[config.mk]
export PLATFORM = sky130hd
export DESIGN_NAME = lqr_cfg_regs
export DESIGN_NICKNAME = d
export VERILOG_FILES = /design/src/design/lqr_pkg.sv /design/src/design/lqr_cfg_regs.sv
export SDC_FILE = /design/constraint.sdc
export NUM_CORES = 1
export LEC_CHECK = 0
export BUFFER_PORTS_ARGS = -buffer_cell sky130_fd_sc_hd__buf_2
export CAP_MARGIN = 15
export CORE_AREA = 2 2 121 123
export DETAILED_ROUTE_END_ITERATION = 7
export DIE_AREA = 0 0 123 125
export PLACE_DENSITY = 0.77
export SLEW_MARGIN = 30
export SYNTH_ARGS = -nofsm -noshare
export SYNTH_HDL_FRONTEND = slang
export SYNTH_SLANG_ARGS = --single-unit
export TNS_END_PERCENT = 100
[constraint.sdc]
create_clock -name clk -period 1.42 [get_ports clk]
set_input_delay 0.071 -clock clk [delete_from_list [all_inputs] [get_ports clk]]
set_output_delay 0.071 -clock clk [all_outputs]
set_load 0.01 [all_outputs]
[src/design/lqr_pkg.sv]
`timescale 1ns / 1ps
// lqr_pkg: shared constants, config register types and the cosine table
// for the lqr balance torque block. no dependencies.

package lqr_pkg;

  localparam int COS_DEPTH    = 256;
  localparam longint HALF_PI_Q30 = 64'sd1686629713;
  localparam int TAYLOR_TERMS = 10;

  localparam int PITCH_W = 19;
  localparam int MAG_W   = PITCH_W;
  localparam int COS_W   = 17;
  localparam int SCOS_W  = COS_W + 1;
  localparam int IDX_W   = $clog2(COS_DEPTH + 1);
  localparam int N_W     = $clog2(3 * COS_DEPTH);

  // table position n = floor((a*D*2^15 + H) / (2H)), estimated by reciprocal
  localparam longint POS_RECIP = (longint'(COS_DEPTH) <<< 46) / HALF_PI_Q30;
  localparam int RECIP_W = $clog2(POS_RECIP + 1);
  localparam int AM_W    = MAG_W + RECIP_W;
  localparam int AD_W    = MAG_W + IDX_W;
  localparam int M_W     = AD_W + 16;
  localparam longint POS_DIV = 2 * HALF_PI_Q30;
  localparam int NEK_W   = N_W + 32;

  // register stages from the pitch register to the signed cosine register
  localparam int COS_LAT = 7;

  localparam int CFG_IDX_W  = 3;
  localparam int CFG_DATA_W = 32;

  typedef enum logic [CFG_IDX_W-1:0] {
    REG_GAIN_VELOCITY   = 3'd0,
    REG_GAIN_PITCH      = 3'd1,
    REG_GAIN_PITCH_RATE = 3'd2,
    REG_WHEEL_RADIUS    = 3'd3,
    REG_COM_HEIGHT      = 3'd4,
    REG_MAX_TORQUE      = 3'd5
  } cfg_reg_t;

  typedef struct packed {
    logic signed [31:0] gain_velocity;
    logic signed [31:0] gain_pitch;
    logic signed [31:0] gain_pitch_rate;
    logic [30:0]        wheel_radius;
    logic [30:0]        com_height;
    logic [30:0]        max_torque;
  } cfg_t;

  // ceil(2^64 / ((2k-1)*2k)), exact floor division for series terms below 2^34
  localparam logic [127:0] TERM_ONE      = 128'd1 << 64;
  localparam logic [127:0] TERM_RECIP_1  = (TERM_ONE + 128'd1) / 128'd2;
  localparam logic [127:0] TERM_RECIP_2  = (TERM_ONE + 128'd11) / 128'd12;
  localparam logic [127:0] TERM_RECIP_3  = (TERM_ONE + 128'd29) / 128'd30;
  localparam logic [127:0] TERM_RECIP_4  = (TERM_ONE + 128'd55) / 128'd56;
  localparam logic [127:0] TERM_RECIP_5  = (TERM_ONE + 128'd89) / 128'd90;
  localparam logic [127:0] TERM_RECIP_6  = (TERM_ONE + 128'd131) / 128'd132;
  localparam logic [127:0] TERM_RECIP_7  = (TERM_ONE + 128'd181) / 128'd182;
  localparam logic [127:0] TERM_RECIP_8  = (TERM_ONE + 128'd239) / 128'd240;
  localparam logic [127:0] TERM_RECIP_9  = (TERM_ONE + 128'd305) / 128'd306;
  localparam logic [127:0] TERM_RECIP_10 = (TERM_ONE + 128'd379) / 128'd380;

  function automatic logic [127:0] term_recip(int k);
    case (k)
      1: return TERM_RECIP_1;
      2: return TERM_RECIP_2;
      3: return TERM_RECIP_3;
      4: return TERM_RECIP_4;
      5: return TERM_RECIP_5;
      6: return TERM_RECIP_6;
      7: return TERM_RECIP_7;
      8: return TERM_RECIP_8;
      9: return TERM_RECIP_9;
      default: return TERM_RECIP_10;
    endcase
  endfunction

  typedef logic [COS_W-1:0] cos_rom_t [0:COS_DEPTH];

  function automatic cos_rom_t build_cos_rom();
    cos_rom_t rom;
    longint x;
    longint x2;
    longint term;
    longint sum;
    longint t_rnd;
    logic [127:0] prod;
    for (int i = 0; i <= COS_DEPTH; i++) begin
      x    = (HALF_PI_Q30 * i + COS_DEPTH / 2) / COS_DEPTH;
      x2   = (x * x + (64'sd1 <<< 29)) >>> 30;
      term = 64'sd1 <<< 30;
      sum  = term;
      for (int k = 1; k <= TAYLOR_TERMS; k++) begin
        t_rnd = (term * x2 + (64'sd1 <<< 29)) >>> 30;
        prod  = 128'(t_rnd) * term_recip(k);
        term  = longint'(prod[127:64]);
        if ((k % 2) == 1) begin
          sum = sum - term;
        end else begin
          sum = sum + term;
        end
      end
      if (sum < 0) begin
        sum = 0;
      end
      if (sum > (64'sd1 <<< 30)) begin
        sum = 64'sd1 <<< 30;
      end
      rom[i] = COS_W'((sum + (64'sd1 <<< 13)) >>> 14);
    end
    return rom;
  endfunction

  localparam cos_rom_t COS_ROM = build_cos_rom();

endpackage

[src/design/lqr_cfg_regs.sv]
`timescale 1ns / 1ps
// lqr_cfg_regs: configuration register file with a valid/ready write port.
// depends on lqr_pkg for the register index codes and cfg_t.

module lqr_cfg_regs (
  input  logic                             clk,
  input  logic                             rst_n,
  input  logic                             cfg_valid,
  output logic                             cfg_ready,
  input  logic [lqr_pkg::CFG_IDX_W-1:0]    cfg_index,
  input  logic [lqr_pkg::CFG_DATA_W-1:0]   cfg_data,
  output lqr_pkg::cfg_t                    cfg
);

  lqr_pkg::cfg_t cfg_r;
  lqr_pkg::cfg_t cfg_nxt;

  assign cfg_ready = 1'b1;
  assign cfg       = cfg_r;

  always_comb begin
    cfg_nxt = cfg_r;
    if (cfg_valid) begin
      case (cfg_index)
        lqr_pkg::REG_GAIN_VELOCITY:   cfg_nxt.gain_velocity   = $signed(cfg_data);
        lqr_pkg::REG_GAIN_PITCH:      cfg_nxt.gain_pitch      = $signed(cfg_data);
        lqr_pkg::REG_GAIN_PITCH_RATE: cfg_nxt.gain_pitch_rate = $signed(cfg_data);
        lqr_pkg::REG_WHEEL_RADIUS:    cfg_nxt.wheel_radius    = cfg_data[30:0];
        lqr_pkg::REG_COM_HEIGHT:      cfg_nxt.com_height      = cfg_data[30:0];
        lqr_pkg::REG_MAX_TORQUE:      cfg_nxt.max_torque      = cfg_data[30:0];
        default: cfg_nxt = cfg_r;
      endcase
    end
  end

  always_ff @(posedge clk) begin
    if (!rst_n) begin
      cfg_r <= '0;
    end else begin
      cfg_r <= cfg_nxt;
    end
  end

endmodule

==> results_dict.tcl, run 1 <==
set metrics [dict create \
    status "finished clean" \
    path_max_fanout 2 \
    die_area_um2 15400 \
    clockBufferDepth 2 \
    track_usage 0.221 \
    worstSetupEndpointType "primary output" \
    grt-busiest-layer "met2" \
    grt_util_met3 0.0598 \
    core_area_um2 14200 \
    p_total_mw 10.8 \
    grt_pass1_wl_um 26500 \
    pwr_density_cell_nw_per_um2 1230 \
    whs_ns 0.0172 \
    cp_slowest_cell "dfxtp_1" \
    required_ns 1.35 \
    cts_sinks 189 \
    max_freq_ghz 0.970 \
    drt-initial-drc-count 193 \
    clockRootBuffer "clkbuf_16" \
    largest_reg_flops 189 \
    nNetsFinal 914 \
    cts_tree "built" \
    maxCapViolations 0 \
    dieWidth_um 123 \
    overflow 0 \
    grt_max_degree 38 \
    avgSynthCellArea_um2 10.5 \
    place_area_um2 8240 \
    hold_path.class "input pin to flip-flop" \
    synth_area_um2 6860 \
    period_minus_slack_ns 1.03 \
    fin_worst_skew_ns 0 \
    use_met2 0.366 \
    grt_pass1_vias 5134 \
    setup_tns_ns 0 \
    grt_setup_unrepaired "false" \
    clkLatencyLatePin_ns 0.42 \
    routabilityCongestion 0.833 \
    critPathKind "flip-flop to primary output" \
    synth_fp_nets 692 \
    cts_setup_buffers 0 \
    yosysSeqAreaShare 0.552 \
    io_buffers 226 \
    hold_path.startpoint "rst_n" \
    initial_core_util 0.483 \
    ir_drop_mv 0.775 \
    wl_per_cell_um 15.8 \
    io_pins 228 \
    htreeDepth 4 \
    slew_violations 0 \
    grtUsageMet1 0.266 \
    hold_viol 0 \
    drive_above_1_share 0.319 \
    dp_hpwl_um 11900 \
    syn2layout_area_growth_pct 28.7 \
    r2r-start "cfg[184]$_SDFFE_PN0P_" \
    path_cells "buf_2" \
    drtAntennaViolNets 0 \
    drc 0 \
    yosysWarnings 0 \
    setup_violations 0 \
    numCtsBuffers 17 \
    critical_path.top_delay_family "flip-flops" \
    fill_cells 1197 \
    die_h_um 125 \
    critPathLaunch "cfg[144]$_SDFFE_PN0P_" \
    synth_cell_types 13 \
    vias 5293 \
    synth_cells 654 \
    crit_buf_inv 1 \
    synth.ff_latch_count 189 \
    wl_um 16900 \
    finalInstanceArea_um2 8830 \
    row_count 44 \
    antenna_cells 0 \
    layout_commonest_cell "buf_2" \
    antenna_found_initial 1 \
    final_cell_mix "buf_2 (225), nand2_1 (221), mux2i_1 (189), dfxtp_1 (189), buf_4 (18)" \
    cp_slowest_stage_delay_ns 0.38 \
    clk_pin_slew_ns 0.06 \
    avgViaCountPerCell 4.94 \
    drtPass1Iterations 4 \
    min_period_over_period 0.726 \
    cp.arrival_ns 0.96 \
    worst_setup_path_start_kind "flip-flop" \
    power_leakage_nw 4.72 \
]
==> area by class of cell <==
type                       instances  area (µm²)  share of cell area
clock buffer                      21         460              0.0522
sequential                       189        3780               0.429
clock inverter                    10         115              0.0130
timing repair buffer             251        1400               0.159
multi-input combinational        417        2830               0.321
tap                              184         230              0.0261
==> cells in the mapped netlist (all sizes together) <==
library cell | n | area share
nand4b | 2 | 0.0026
conb | 1 | 0.00055
clkbuf | 18 | 0.0098
dfxtp | 189 | 0.55
nor4b | 1 | 0.0035
nand4bb | 2 | 0.0033
buf | 30 | 0.030
nand2 | 221 | 0.12
mux2i | 189 | 0.28
and4bb | 1 | 0.0018
==> layer usage <==
metal,wire (µm),part of all wire
met1,7130,0.42
met5,0,0
met2,8150,0.48
met3,1130,0.067
met4,497,0.029
==> timing repair <==
item | 4_1_cts | 5_1_grt
resized for setup | 0 | 0
endpoints found under the hold margin | 2 | 0
hold buffers | 1 | 0
==> power breakdown <==
| part | switching (mW) | internal (mW) | leakage (nW) | total (mW) |
|---|---|---|---|---|
| Clock | 1.96 | 2.68 | 0.275 | 4.63 |
| Combinational | 0.448 | 0.293 | 2.91 | 0.741 |
| Sequential | 0.0559 | 5.42 | 1.53 | 5.47 |
| Total | 2.46 | 8.39 | 4.72 | 10.8 |
==> through the flow <==
step                      cells   util  setup WS, ns
after floorplan             654      -         0.363
after global placement     1040  0.580         0.300
after detailed placement   1040  0.580         0.243
after CTS                  1072  0.621         0.374
after global routing       1072  0.621         0.371
final                      1072  0.621         0.389
==> cells by family (layout without fill, tap and decap cells) <==
group                  Yosys count  in the layout  synth area share
buffers and inverters           48            282            0.0399
DFF                            189            189             0.552
muxes                          189            189             0.276
other                            1              1          0.000547
and+or+nand+nor                227            227             0.132
==> worst paths after layout <==
check	depth (start not counted)	end	slack, ns
max	1	cfg[144]	0.39
min	3	cfg[150]$_SDFFE_PN0P_	0.02
max reg2reg	2	cfg[184]$_SDFFE_PN0P_	0.77
min reg2reg	2	cfg[30]$_SDFFE_PN0P_	0.45
Note: power is estimated with default switching activity, not from simulation.
==> run 2, diff against run 1 <==
==> constraint.sdc (replaced) <==
create_clock -name clk -period 1 [get_ports clk]
set_input_delay 0.05 -clock clk [delete_from_list [all_inputs] [get_ports clk]]
set_output_delay 0.05 -clock clk [all_outputs]
set_load 0.01 [all_outputs]
==> results_dict.tcl, run 2 (synthesized netlist as in run 1, its figures left out) <==
set metrics [dict create \
    hold_viol 0 \
    htreeDepth 4 \
    avgViaCountPerCell 4.94 \
    fin_worst_skew_ns 0 \
    dp_hpwl_um 12000 \
    slew_violations 0 \
    period_minus_slack_ns 0.973 \
    wl_per_cell_um 15.7 \
    syn2layout_area_growth_pct 30.7 \
    clockRootBuffer "clkbuf_16" \
    dieWidth_um 123 \
    final_cell_mix "nand2_1 (221), buf_2 (215), mux2i_1 (189)" \
    finalInstanceArea_um2 8970 \
    clk_pin_slew_ns 0.07 \
    maxCapViolations 0 \
    ir_drop_mv 0.966 \
    worstSetupEndpointType "primary output" \
    status "finished clean" \
    drtPass1Iterations 4 \
    cts_tree "built" \
    antenna_found_initial 0 \
    min_period_over_period 0.973 \
    cp_slowest_cell "dfxtp_1" \
    dp.cells 1041 \
    cp_slowest_stage_delay_ns 0.36 \
    io_buffers 226 \
    cp.arrival_ns 0.92 \
    fin_util 0.631 \
    power_leakage_nw 4.76 \
    largest_reg_flops 189 \
    grt_max_degree 44 \
    path_max_fanout 2 \
    critical_path.top_delay_family "flip-flops" \
    nNetsFinal 915 \
    required_ns 0.95 \
    clockBufferDepth 2 \
    antenna_cells 0 \
    die_area_um2 15400 \
    row_count 44 \
    max_freq_ghz 1.03 \
    layout_commonest_cell "nand2_1" \
    pwr_density_cell_nw_per_um2 1730 \
    wl_um 16900 \
    grt_pass1_vias 5087 \
    setup_violations 0 \
    core_area_um2 14200 \
    io_pins 228 \
    path_cells "buf_2" \
    die_h_um 125 \
    initial_core_util 0.483 \
    layout.cells.non_filler 1073 \
    critPathKind "flip-flop to primary output" \
    hold_path.class "input pin to flip-flop" \
    clkLatencyLatePin_ns 0.42 \
    numCtsBuffers 17 \
    cts_setup_buffers 0 \
    crit_buf_inv 1 \
    routabilityCongestion 0.827 \
    grt_setup_unrepaired "false" \
    drive_above_1_share 0.335 \
    track_usage 0.221 \
    grt_pass1_wl_um 26200 \
    worst_setup_path_start_kind "flip-flop" \
    place_area_um2 8310 \
    overflow 0 \
    drt-initial-drc-count 268 \
    drc 0 \
    cts_sinks 189 \
    drtAntennaViolNets 0 \
    vias 5301 \
]
==> run 2: path summary, 6_finish.rpt <==
kind / cells after the start / endpoint / slack (ns) / startpoint
worst min register to register: 2 / cfg[187]$_SDFFE_PN0P_ / 0.45 / cfg[187]$_SDFFE_PN0P_
worst max-delay path: 1 / cfg[183] / 0.03 / cfg[183]$_SDFFE_PN0P_
worst min-delay path: 3 / cfg[51]$_SDFFE_PN0P_ / 0.01 / cfg_data[20]
worst max register to register: 2 / cfg[136]$_SDFFE_PN0P_ / 0.37 / cfg[136]$_SDFFE_PN0P_
==> run 2: repair_timing <==
action,4_1_cts,5_1_grt
endpoints found under the setup margin,0,24
gates resized for setup,0,25
hold buffers,1,0
endpoints found under the hold margin,3,0
==> run 2: cell type report <==
cell class | instances | area (µm²)
fill | 1183 | 5240
sequential | 189 | 3800
multi-input combinational | 417 | 2830
timing repair buffer | 252 | 1520
clock buffer | 22 | 464
tap | 184 | 230
clock inverter | 9 | 113
==> run 2: power breakdown <==
part / internal [mW] / switching, mW / leakage [nW]
combinational: 0.447 / 0.635 / 2.95
clock: 3.82 / 2.80 / 0.281
sequential: 7.70 / 0.0861 / 1.54
==> run 2: through the flow <==
step	setup TNS [ns]	hold slack, ns	worst slack, ns	total power [mW]
after floorplan	-1.03	0.233	-0.0343	8.54
after global placement	-7.84	0.411	-0.0922	9.01
after detailed placement	-10.82	0.408	-0.162	9.02
after CTS	0	0.0000892	0.00154	15.6
after global routing	0	0.0356	0.000217	16.0
final	0	0.0135	0.0273	15.5
==> run 2: routing by layer <==
| layer | up-vias | GRT usage | wire length, µm |
|---|---|---|---|
| met1 | 2505 | 0.267 | 7280 |
| met5 | - | 0 | 0 |
| met3 | 31 | 0.0584 | 1060 |
| met2 | 169 | 0.365 | 8090 |
| li1 | 2596 | - | - |
| met4 | 0 | 0.102 | 461 |
==> run 3, diff against run 2 <==
--- a/config.mk
+++ b/config.mk
@@ -11,6 +11,7 @@
 export DETAILED_ROUTE_END_ITERATION = 7
 export DIE_AREA = 0 0 123 125
 export PLACE_DENSITY = 0.77
+export SETUP_SLACK_MARGIN = 0.5
 export SLEW_MARGIN = 30
 export SYNTH_ARGS = -nofsm -noshare
 export SYNTH_HDL_FRONTEND = slang
==> results_dict.tcl, run 3 (synthesized netlist as in run 1, its figures left out) <==
set metrics [dict create \
    status "complete, but fails checks" \
    violations "negative hold slack" \
    clockBufferDepth 2 \
    critPathKind "flip-flop to primary output" \
    grt-busiest-layer "met2" \
    drt-initial-drc-count 498 \
    cts_sinks 189 \
    grt_pass1_vias 6461 \
    crit_buf_inv 1 \
    io_pins 228 \
    maxCapViolations 0 \
    drc 0 \
    grtUsageMet1 0.381 \
    final_cell_mix "buf_6 (255), nand2_1 (189), dfxtp_2 (189)" \
    cts_tree "built" \
    wl_per_cell_um 24.9 \
    routabilityCongestion 0.799 \
    path_max_fanout 2 \
    io_buffers 226 \
    drtPass1Iterations 5 \
    min_period_over_period 0.981 \
    grt_pass1_wl_um 37800 \
    htreeDepth 4 \
    clockRootBuffer "clkbuf_16" \
    pwr_density_cell_nw_per_um2 1360 \
    finalInstanceArea_um2 12300 \
    critical_path.top_delay_family "flip-flops" \
    fin_worst_skew_ns 0 \
    hold_path.class "input pin to flip-flop" \
    fin_util 0.868 \
    layout_commonest_cell "buf_6" \
    cp_slowest_stage_delay_ns 0.38 \
    p_total_mw 16.8 \
    largest_reg_flops 189 \
    period_minus_slack_ns 0.981 \
    clkLatencyLatePin_ns 0.43 \
    ir_drop_mv 1.15 \
    die_h_um 125 \
    clk_pin_slew_ns 0.07 \
    drive_above_1_share 0.639 \
    cp_slowest_cell "dfxtp_2" \
    core_area_um2 14200 \
    avgViaCountPerCell 5.56 \
    grt_max_degree 19 \
    antenna_cells 0 \
    max_freq_ghz 1.02 \
    dieWidth_um 123 \
    numCtsBuffers 17 \
    slew_violations 0 \
    worstSetupEndpointType "primary output" \
    row_count 44 \
    nNetsFinal 1046 \
    antenna_found_initial 0 \
    setup_violations 0 \
    whs_ns -0.0860 \
    worst_setup_path_start_kind "flip-flop" \
    overflow 0 \
    grt_util_met3 0.0739 \
    initial_core_util 0.483 \
    dp_hpwl_um 12000 \
    drtAntennaViolNets 0 \
    worst_slack_ns 0.0189 \
    required_ns 0.95 \
    cp.arrival_ns 0.93 \
    grt_setup_unrepaired "true" \
    power_leakage_nw 6.02 \
    wl_um 29900 \
    place_area_um2 8420 \
    use_met2 0.575 \
    hold_viol 6 \
    vias 6686 \
    syn2layout_area_growth_pct 79.8 \
    pre_cts_ws_ns -0.168 \
    track_usage 0.330 \
    die_area_um2 15400 \
    path_cells "buf_6" \
]
-- run 3: cell type report --
class                           instances  area (µm²)
Tap cell                              184         230
Clock inverter                         12         164
Timing Repair Buffer                  383        4470
Clock buffer                           18         429
Sequential cell                       189        4020
Multi-Input combinational cell        417        3020
Fill cell                             591        1870
-- run 3: per-layer routing --
| layer | share of wire | routed length, µm |
|---|---|---|
| met4 | 0.064 | 1910 |
| met3 | 0.067 | 2020 |
| met5 | 0 | 0 |
| met1 | 0.37 | 11000 |
| met2 | 0.50 | 15000 |
-- run 3: path summary, 6_finish.rpt --
check | from | endpoint | slack (ns) | cells after the start
max | cfg[87]$_SDFFE_PN0P_ | cfg[87] | 0.02 | 1
max reg2reg | cfg[3]$_SDFFE_PN0P_ | cfg[3]$_SDFFE_PN0P_ | 0.14 | 4
min | cfg_data[31] | cfg[156]$_SDFFE_PN0P_ | -0.09 | 3
min reg2reg | cfg[105]$_SDFFE_PN0P_ | cfg[105]$_SDFFE_PN0P_ | 0.47 | 2
-- run 3: what timing repair did --
item | 4_1_cts | 5_1_grt
hold endpoints to repair | 12 | 5
setup endpoints to repair | 378 | 378
resized for setup | 452 | 84
buffers inserted | 37 | 60
pin swaps | 1 | 4
gates cloned | 19 | 2
-- run 3: through the flow --
stage               std cells  TNS [ns]
floorplan                 654     -1.03
global placement         1055     -7.37
detailed placement       1055    -11.30
CTS                      1141         0
global route             1203         0
finish                   1203         0
-- run 3: where the power goes --
part           switching, mW  internal [mW]  leakage [nW]
registers              0.149           7.72          1.62
logic                  0.910          0.975          4.11
clock network           3.10           3.95         0.287
